<file path="config.mk">
export PLATFORM = sky130hd
export DESIGN_NAME = frame_duration_sequencer_unit_flat
export DESIGN_NICKNAME = d
export VERILOG_FILES = /design/src/hw/rtl/fds_pkg.sv /design/src/hw/rtl/fds_cmd_if.sv /design/src/hw/rtl/fds_status_if.sv /design/src/hw/rtl/fds_ram.sv /design/src/hw/rtl/fds_alu.sv /design/src/hw/rtl/frame_duration_sequencer_unit.sv /design/src/flat_wrapper.sv
export SDC_FILE = /design/constraint.sdc
export NUM_CORES = 2
export LEC_CHECK = 0
export BUFFER_PORTS_ARGS = -buffer_cell sky130_fd_sc_hd__clkbuf_2
export CORE_UTILIZATION = 35
export CTS_CLUSTER_SIZE = 16
export DETAILED_ROUTE_END_ITERATION = 6
export PLACE_DENSITY = 0.48
export SLEW_MARGIN = 40
export SYNTH_ARGS = -nofsm -noshare
export SYNTH_HDL_FRONTEND = slang
export SYNTH_HIERARCHICAL = 1
export SYNTH_SLANG_ARGS = --single-unit
</file>
<file path="constraint.sdc">
create_clock -name clk -period 7.55 [get_ports clk]
set_clock_uncertainty 0.05 [all_clocks]
set_input_delay 1.1325 -clock clk [delete_from_list [all_inputs] [get_ports clk]]
set_output_delay 1.1325 -clock clk [all_outputs]
set_load 0.01 [all_outputs]
</file>
<file path="src/hw/rtl/fds_pkg.sv">
// fds_pkg: shared types and constants for the frame duration sequencer
// used by the channel interfaces, the adder unit and the top level
package fds_pkg;

    localparam int MAX_FRAMES = 64;
    localparam int DUR_BITS = 24;
    localparam int REM_BITS = DUR_BITS + 1;
    localparam int SLOT_BITS = 6;
    localparam int INDEX_BITS = 6;
    localparam int COUNT_BITS = 7;
    localparam int CFG_DATA_BITS = 7;

    typedef logic [DUR_BITS-1:0] dur_t;
    typedef logic signed [REM_BITS-1:0] rem_t;

    typedef enum logic [1:0] {
        OP_TICK    = 2'd0,
        OP_RESTART = 2'd1,
        OP_WRITE   = 2'd2,
        OP_NONE    = 2'd3
    } op_t;

    typedef enum logic {
        CFG_FRAME_COUNT = 1'b0,
        CFG_LOOP_ENABLE = 1'b1
    } cfg_idx_t;

    // control from the sequencer to the shared adder
    typedef struct packed {
        logic subtract;
    } alu_ctrl_t;

endpackage

</file>
<file path="src/hw/rtl/fds_cmd_if.sv">
// fds_cmd_if: input channel of the frame duration sequencer
// depends on fds_pkg for the opcode and duration types
interface fds_cmd_if
    import fds_pkg::*;
();
    logic                 valid;
    logic                 ready;
    op_t                  operation;
    dur_t                 elapsed;
    logic [SLOT_BITS-1:0] frame_slot;
    dur_t                 duration;

    modport source (output valid, operation, elapsed, frame_slot, duration, input ready);
    modport sink (input valid, operation, elapsed, frame_slot, duration, output ready);
endinterface

</file>
<file path="src/hw/rtl/fds_status_if.sv">
// fds_status_if: result channel of the frame duration sequencer
// depends on fds_pkg for the remaining time type
interface fds_status_if
    import fds_pkg::*;
();
    logic                  valid;
    logic                  ready;
    logic [INDEX_BITS-1:0] frame_pos;
    rem_t                  remaining_time;
    logic                  finished;
    logic                  overrun;

    modport source (output valid, frame_pos, remaining_time, finished, overrun, input ready);
    modport sink (input valid, frame_pos, remaining_time, finished, overrun, output ready);
endinterface

</file>
<file path="src/hw/rtl/fds_ram.sv">
// fds_ram: generic single write port, single read port RAM with registered read
// no dependencies
module fds_ram #(
    parameter int WIDTH = 24,
    parameter int DEPTH = 64
) (
    input  logic                                   clk,
    input  logic                                   we,
    input  logic [(DEPTH > 1 ? $clog2(DEPTH) : 1)-1:0] waddr,
    input  logic [WIDTH-1:0]                       wdata,
    input  logic [(DEPTH > 1 ? $clog2(DEPTH) : 1)-1:0] raddr,
    output logic [WIDTH-1:0]                       rdata
);
    logic [WIDTH-1:0] mem [DEPTH];

    always_ff @(posedge clk)
    begin
        if (we)
        begin
            mem[waddr] <= wdata;
        end
        rdata <= mem[raddr];
    end
endmodule

</file>
<file path="src/hw/rtl/fds_alu.sv">
// fds_alu: shared add/subtract unit for the remaining time, saturating at the low bound
// depends on fds_pkg
module fds_alu
    import fds_pkg::*;
(
    input  alu_ctrl_t ctrl,
    input  rem_t      acc,
    input  dur_t      operand,
    output rem_t      result
);
    localparam logic signed [REM_BITS:0] SUM_LOW = -$signed({2'b00, {DUR_BITS{1'b1}}});

    logic signed [REM_BITS:0] ext_acc;
    logic signed [REM_BITS:0] ext_op;
    logic signed [REM_BITS:0] sum;

    always_comb
    begin
        ext_acc = {acc[REM_BITS-1], acc};
        ext_op  = $signed({2'b00, operand});
        sum     = ctrl.subtract ? (ext_acc - ext_op) : (ext_acc + ext_op);
        if (sum < SUM_LOW)
        begin
            result = SUM_LOW[REM_BITS-1:0];
        end
        else
        begin
            result = sum[REM_BITS-1:0];
        end
    end
endmodule

</file>
<file path="src/hw/rtl/frame_duration_sequencer_unit.sv">
// frame_duration_sequencer_unit: top level, sequencer around the duration RAM and adder
// depends on fds_pkg, fds_cmd_if, fds_status_if, fds_ram, fds_alu
//
// usage:
//   cmd carries one beat per item: tick (subtract elapsed, advance frames),
//   restart (frame 0, load its duration), duration write into the table or no-op.
//   status returns exactly one beat per item with frame, remaining time and flags.
//   cfg_write/cfg_index/cfg_data set frame_count and loop_enable; the user must
//   write them only while idle, which the block itself does not enforce.
// timing:
//   write, no-op and a tick with no frames go from the accepting edge to the done
//   state, restart loads duration entry 0 first, and a tick subtracts elapsed and
//   advances frames, at most MAX_ADVANCE; each advance is one duration RAM read
//   followed by one pass through the adder; the result loads from the done state.
//   cmd.ready is high only while idle: no new beat is taken until the result loads.
// reset:
//   frame 0, remaining time 0, registers 0; table contents undefined until written.
// stall:
//   status has an output register; the next item is accepted while a result waits,
//   and a finished item holds in the sequencer until the output register frees up.
module frame_duration_sequencer_unit
    import fds_pkg::*;
#(
    parameter int MAX_ADVANCE = 1024
) (
    input  logic                     clk,
    input  logic                     rst_n,
    fds_cmd_if.sink                  cmd,
    fds_status_if.source             status,
    input  logic                     cfg_write,
    input  cfg_idx_t                 cfg_index,
    input  logic [CFG_DATA_BITS-1:0] cfg_data
);
    localparam int FRAME_BITS = (MAX_FRAMES > 1) ? $clog2(MAX_FRAMES) : 1;
    localparam int STEP_BITS  = $clog2(MAX_ADVANCE + 1);

    typedef enum logic [2:0] {
        S_IDLE,
        S_SUB,
        S_CHECK,
        S_ADD,
        S_LOAD,
        S_DONE
    } state_t;

    state_t                  state_reg;
    logic [COUNT_BITS-1:0]   frame_count_reg;
    logic                    loop_enable_reg;
    logic [FRAME_BITS-1:0]   cur_frame_reg;
    rem_t                    time_left_reg;
    logic [STEP_BITS-1:0]    steps_reg;
    dur_t                    elapsed_reg;
    logic                    overrun_reg;
    logic                    out_valid_reg;
    logic [INDEX_BITS-1:0]   out_frame_reg;
    rem_t                    out_time_reg;
    logic                    out_finished_reg;
    logic                    out_overrun_reg;

    logic [COUNT_BITS-1:0]   used_count;
    logic                    at_last;
    logic                    stopped;
    logic [FRAME_BITS-1:0]   next_frame;
    logic                    accept;
    logic                    slot_ok;
    logic                    ram_we;
    logic [FRAME_BITS-1:0]   ram_raddr;
    dur_t                    ram_rdata;
    alu_ctrl_t               alu_ctrl;
    dur_t                    alu_operand;
    rem_t                    alu_result;
    logic                    out_free;

    always_comb
    begin
        used_count = (32'(frame_count_reg) > MAX_FRAMES) ? COUNT_BITS'(MAX_FRAMES)
                                                         : frame_count_reg;
        at_last    = (32'(cur_frame_reg) + 32'd1) >= 32'(used_count);
        stopped    = at_last && !loop_enable_reg;
        next_frame = at_last ? '0 : cur_frame_reg + FRAME_BITS'(1);
        accept     = cmd.valid && cmd.ready;
        slot_ok    = 32'(cmd.frame_slot) < MAX_FRAMES;
        ram_we     = accept && (cmd.operation == OP_WRITE) && slot_ok;
        // restart reads entry 0 from idle, advances read the next frame
        ram_raddr  = (state_reg == S_CHECK) ? next_frame : '0;
        alu_ctrl.subtract = (state_reg == S_SUB);
        alu_operand = alu_ctrl.subtract ? elapsed_reg : ram_rdata;
        out_free   = !out_valid_reg || status.ready;
    end

    assign cmd.ready             = (state_reg == S_IDLE);
    assign status.valid          = out_valid_reg;
    assign status.frame_pos      = out_frame_reg;
    assign status.remaining_time = out_time_reg;
    assign status.finished       = out_finished_reg;
    assign status.overrun        = out_overrun_reg;

    fds_ram #(
        .WIDTH (DUR_BITS),
        .DEPTH (MAX_FRAMES)
    ) u_durations (
        .clk   (clk),
        .we    (ram_we),
        .waddr (FRAME_BITS'(cmd.frame_slot)),
        .wdata (cmd.duration),
        .raddr (ram_raddr),
        .rdata (ram_rdata)
    );

    fds_alu u_alu (
        .ctrl    (alu_ctrl),
        .acc     (time_left_reg),
        .operand (alu_operand),
        .result  (alu_result)
    );

    always_ff @(posedge clk or negedge rst_n)
    begin
        if (!rst_n)
        begin
            state_reg        <= S_IDLE;
            frame_count_reg  <= '0;
            loop_enable_reg  <= 1'b0;
            cur_frame_reg    <= '0;
            time_left_reg    <= '0;
            steps_reg        <= '0;
            elapsed_reg      <= '0;
            overrun_reg      <= 1'b0;
            out_valid_reg    <= 1'b0;
            out_frame_reg    <= '0;
            out_time_reg     <= '0;
            out_finished_reg <= 1'b0;
            out_overrun_reg  <= 1'b0;
        end
        else
        begin
            if (cfg_write)
            begin
                unique case (cfg_index)
                    CFG_FRAME_COUNT: frame_count_reg <= cfg_data;
                    CFG_LOOP_ENABLE: loop_enable_reg <= cfg_data[0];
                    default:         ;
                endcase
            end

            // in the done state the output register is reloaded below instead
            if (out_valid_reg && status.ready && (state_reg != S_DONE))
            begin
                out_valid_reg <= 1'b0;
            end

            unique case (state_reg)
                S_IDLE:
                begin
                    if (accept)
                    begin
                        overrun_reg <= 1'b0;
                        elapsed_reg <= cmd.elapsed;
                        unique case (cmd.operation)
                            OP_TICK:
                            begin
                                state_reg <= (used_count == '0) ? S_DONE : S_SUB;
                            end
                            OP_RESTART:
                            begin
                                cur_frame_reg <= '0;
                                state_reg     <= S_LOAD;
                            end
                            OP_WRITE: state_reg <= S_DONE;
                            OP_NONE:  state_reg <= S_DONE;
                            default:  state_reg <= S_DONE;
                        endcase
                    end
                end
                S_SUB:
                begin
                    time_left_reg <= alu_result;
                    steps_reg     <= '0;
                    state_reg     <= S_CHECK;
                end
                S_CHECK:
                begin
                    priority if (!time_left_reg[REM_BITS-1] || stopped)
                    begin
                        state_reg <= S_DONE;
                    end
                    else if (steps_reg >= STEP_BITS'(MAX_ADVANCE))
                    begin
                        overrun_reg <= 1'b1;
                        state_reg   <= S_DONE;
                    end
                    else
                    begin
                        cur_frame_reg <= next_frame;
                        state_reg     <= S_ADD;
                    end
                end
                S_ADD:
                begin
                    time_left_reg <= alu_result;
                    steps_reg     <= steps_reg + STEP_BITS'(1);
                    state_reg     <= S_CHECK;
                end
                S_LOAD:
                begin
                    time_left_reg <= (used_count == '0) ? '0 : $signed({1'b0, ram_rdata});
                    state_reg     <= S_DONE;
                end
                S_DONE:
                begin
                    if (out_free)
                    begin
                        out_valid_reg    <= 1'b1;
                        out_frame_reg    <= INDEX_BITS'(cur_frame_reg);
                        out_time_reg     <= time_left_reg;
                        out_finished_reg <= !loop_enable_reg && at_last &&
                                            (time_left_reg[REM_BITS-1] || time_left_reg == '0);
                        out_overrun_reg  <= overrun_reg;
                        state_reg        <= S_IDLE;
                    end
                end
                default: state_reg <= S_IDLE;
            endcase
        end
    end

`ifndef SYNTHESIS
    a_overrun_negative: assert property (@(posedge clk) disable iff (!rst_n)
        status.valid && status.overrun |-> status.remaining_time[REM_BITS-1])
        else $error("overrun reported with non-negative remaining time");

    a_finished_not_positive: assert property (@(posedge clk) disable iff (!rst_n)
        status.valid && status.finished |->
            (status.remaining_time[REM_BITS-1] || status.remaining_time == '0))
        else $error("finished reported with positive remaining time");

    a_steps_bounded: assert property (@(posedge clk) disable iff (!rst_n)
        32'(steps_reg) <= MAX_ADVANCE)
        else $error("advance counter beyond limit");

    a_busy_after_accept: assert property (@(posedge clk) disable iff (!rst_n)
        cmd.valid && cmd.ready |=> !cmd.ready)
        else $error("new beat taken while an item is in work");
`endif

endmodule
</file>
<file path="src/flat_wrapper.sv">
// flat-port wrapper written by rule: the top's interface ports become plain ports
module frame_duration_sequencer_unit_flat import fds_pkg::*;
#(
    parameter int MAX_ADVANCE = 1024
)
  (clk, rst_n, cfg_write, cfg_index, cfg_data, cmd_valid, cmd_operation, cmd_elapsed, cmd_frame_slot, cmd_duration, cmd_ready, status_valid, status_frame_pos, status_remaining_time, status_finished, status_overrun, status_ready);
  fds_cmd_if cmd_i ();
  fds_status_if status_i ();
  input  logic clk;
  input  logic rst_n;
  input  logic cfg_write;
  input  cfg_idx_t cfg_index;
  input  logic [CFG_DATA_BITS-1:0] cfg_data;
  input wire logic [$bits(cmd_i.valid)-1:0] cmd_valid;
  input wire logic [$bits(cmd_i.operation)-1:0] cmd_operation;
  input wire logic [$bits(cmd_i.elapsed)-1:0] cmd_elapsed;
  input wire logic [$bits(cmd_i.frame_slot)-1:0] cmd_frame_slot;
  input wire logic [$bits(cmd_i.duration)-1:0] cmd_duration;
  output wire logic [$bits(cmd_i.ready)-1:0] cmd_ready;
  output wire logic [$bits(status_i.valid)-1:0] status_valid;
  output wire logic [$bits(status_i.frame_pos)-1:0] status_frame_pos;
  output wire logic [$bits(status_i.remaining_time)-1:0] status_remaining_time;
  output wire logic [$bits(status_i.finished)-1:0] status_finished;
  output wire logic [$bits(status_i.overrun)-1:0] status_overrun;
  input wire logic [$bits(status_i.ready)-1:0] status_ready;
  assign cmd_i.valid = cmd_valid;
  assign cmd_i.operation = cmd_operation;
  assign cmd_i.elapsed = cmd_elapsed;
  assign cmd_i.frame_slot = cmd_frame_slot;
  assign cmd_i.duration = cmd_duration;
  assign cmd_ready = cmd_i.ready;
  assign status_valid = status_i.valid;
  assign status_frame_pos = status_i.frame_pos;
  assign status_remaining_time = status_i.remaining_time;
  assign status_finished = status_i.finished;
  assign status_overrun = status_i.overrun;
  assign status_i.ready = status_ready;
  frame_duration_sequencer_unit #(.MAX_ADVANCE(MAX_ADVANCE)) u_core (.clk(clk), .rst_n(rst_n), .cmd(cmd_i), .status(status_i), .cfg_write(cfg_write), .cfg_index(cfg_index), .cfg_data(cfg_data));
endmodule
</file>
==> qor.yml <==
cpPeakStageDelay_ns: 0.47
rows: 160
ioPinCount: 104
wl_mm: 187
start_kind: "flip-flop"
power.leakage_nw: 24.2
fin_crit_ns: 6.15
drv_slew: 0
vias_per_cell: 5.41
synthCells: 3426
core_sq_mm: 0.190
yosys_warnings: 6
start_util_pct: 35.2
detail_route.wl_per_cell_um: 29.5
synth_edf_count: 1536
layout_commonest_cell: "edfxtp_1"
clockBufferDepth: 3
max_cap_viol_count: 0
final_nets: 3794
slowest_stage: "dfrtp_1"
synth_area_sq_mm: 0.0669
dr_total_vias: 34300
cts-root-buf: "clkbuf_16"
relSlewSlack_pct: 42.4
cts_max_level: 4
setup_viol: 0
stdcell_area_sq_mm: 0.0772
synth-seq-cells: 1672
hold_viol: 0
clkLatencyLatePin_ns: 0.81
async_reset_ff_share_pct: 6.70
fp.dieH_um: 439
tightest_slew_ns: 0.864
critPathKind: "flip-flop to flip-flop"
vdd_drop_max_v: 0.000263
post_cts_buffers: 0
cp-end-kind: "flip-flop"
antenna_found_initial: 11
layout-drive-gt1-share_pct: 29.0
track_usage_pct: 19.4
critPathMaxFanout: 19
avgSynthCellArea_sq_um: 19.5
yosysSeqAreaShare_pct: 73.9
period_share_pct: 81.4
largest_reg_flops: 1536
final_cell_mix: "edfxtp_1, mux4_2, clkbuf_16"
first_global_vias: 34700
synth_nets: 3533
grt_max_degree: 113
ys.flop_type: "edfxtp_1"
path_delay_family: "simple AND/OR/NAND/NOR gates"
io_buffers: 103
drtIter0Drc: 3211
clkSlewWorstSetupHoldPaths_ns: 0.06
drtPass1Iterations: 5
placed_cell_area_sq_mm: 0.0714
grt_pass1_wl_mm: 265
cts_resized: 0
clock.fmax_mhz: 163
crit_arrival_ns: 6.79
ant_nets: 0
path_cells: "nand2b_1 -> nor2_4 -> mux2_2 -> nor2_1 -> nand2_1 -> nor3_1 -> and3_1 -> nor4bb_1 -> nor2_1 -> xnor2_1 -> ha_1 -> a21o_1 -> a311oi_1 -> o21ai_0 -> a221oi_1 -> o21ai_1 -> a211oi_1 -> o21bai_1 -> xor2_1 -> buf_4 -> a21oi_1 -> o21ai_0 -> a21oi_1"
gp_congestion: 0.847
die-area_sq_mm: 0.193
numCtsBuffers: 179
power_density_mw_per_mm2: 348
place_hpwl_mm: 111
holdBufCountCts: 0
ys_types: 86
area_delta_synth_final_pct: 15.4
tritoncts: "yes"
drcViolationCount: 0
required_ns: 8.20
overflow: 0
tns_ns: 0
fp.dieW_um: 439
crit_buf_inv: 1
hold_class: "primary input to asynchronous set/reset pin"
grt_setup_unrepaired: "no"
clock_sinks: 1672
status: "finished, final reports clean"
==> power by group <==
group / leakage (nW) / total (mW) / internal (mW) / switching [mW]
Clock: 2.78 / 8.50 / 4.87 / 3.64
Sequential: 15.4 / 10.9 / 10.4 / 0.444
Combinational: 6.08 / 7.46 / 3.16 / 4.30
==> cell type report <==
cell class	instances	area [sq um]
antenna	4	10.0
clock buffer	242	4970
clock inverter	84	722
fill	16900	113000
inverter	29	109
multi-input combinational	1545	16700
sequential	1672	49400
tap	2511	3140
timing repair buffer	260	2090
==> final timing paths <==
| kind | startpoint | to | slack, ns | cells past startpoint |
|---|---|---|---|---|
| worst max-delay path | u_core/state_reg[2] | u_core/time_left_reg[23] | 1.40 | 23 |
| worst min-delay path | rst_n | u_core/frame_count_reg[4] | 0.27 | 1 |
| worst max register to register | u_core/state_reg[2] | u_core/time_left_reg[23] | 1.40 | 23 |
| worst min register to register | u_core/u_durations/rdata[3] | u_core/time_left_reg[3] | 0.41 | 2 |
| max in group asynchronous | rst_n | u_core/status.remaining_time[24] | 5.99 | 2 |
| min in group clk | u_core/u_durations/rdata[3] | u_core/time_left_reg[3] | 0.41 | 2 |
==> Yosys cell counts, types with 17 or more instances <==
library cell | count | area (sq um)
a21oi_1 | 97 | 485
a221oi_1 | 55 | 482
a22oi_1 | 29 | 218
a31oi_1 | 20 | 125
and3_1 | 23 | 144
buf_2 | 60 | 300
buf_4 | 33 | 248
clkbuf_1 | 60 | 225
dfrtp_1 | 112 | 2800
dfxtp_1 | 24 | 480
edfxtp_1 | 1536 | 46100
ha_1 | 37 | 463
inv_1 | 26 | 97.6
mux2_2 | 141 | 1590
mux2i_1 | 102 | 1020
mux4_2 | 355 | 8000
nand2_1 | 108 | 405
nand3_1 | 42 | 210
nor2_1 | 152 | 571
nor2b_1 | 19 | 119
nor3_1 | 17 | 85.1
o21a_1 | 18 | 135
o21ai_0 | 66 | 330
o22ai_1 | 55 | 344
xnor2_1 | 27 | 236
xor2_1 | 17 | 149
==> cell families (layout without fill, tap and decap cells) <==
logic type,after synthesis,in the layout,synth area share (%)
compound gates,421,421,4.23
xor+xnor,44,44,0.576
fa+ha+maj,38,38,0.722
buf+inv,209,615,1.61
flops,1672,1672,73.9
mux,598,598,15.9
other cells,0,4,0
simple gates,444,444,3.15
==> layer usage <==
metal	GRT usage [%]	part of all wire (%)	up-vias
met5	0	0	-
met4	4.73	2.0	0
met3	2.74	4.9	217
met2	31.0	48	970
met1	28.0	45	18500
li1	-	-	14600
==> metrics by stage <==
stage / utilization [%] / power (mW) / cells / worst slack, ns / hold slack (ns)
floorplan: - / 16.3 / 3426 / 2.25 / 0.372
global placement: 37.5 / 18.6 / 6004 / 1.49 / 0.400
CTS: 40.6 / 27.1 / 6336 / 1.46 / 0.230
global route: 40.6 / 28.1 / 6345 / 0.854 / 0.280
finish: 40.6 / 26.9 / 6347 / 1.40 / 0.271
detailed placement: 37.6 / 18.6 / 6010 / 1.48 / 0.403
No activity file was read; power rests on OpenSTA's default activity.
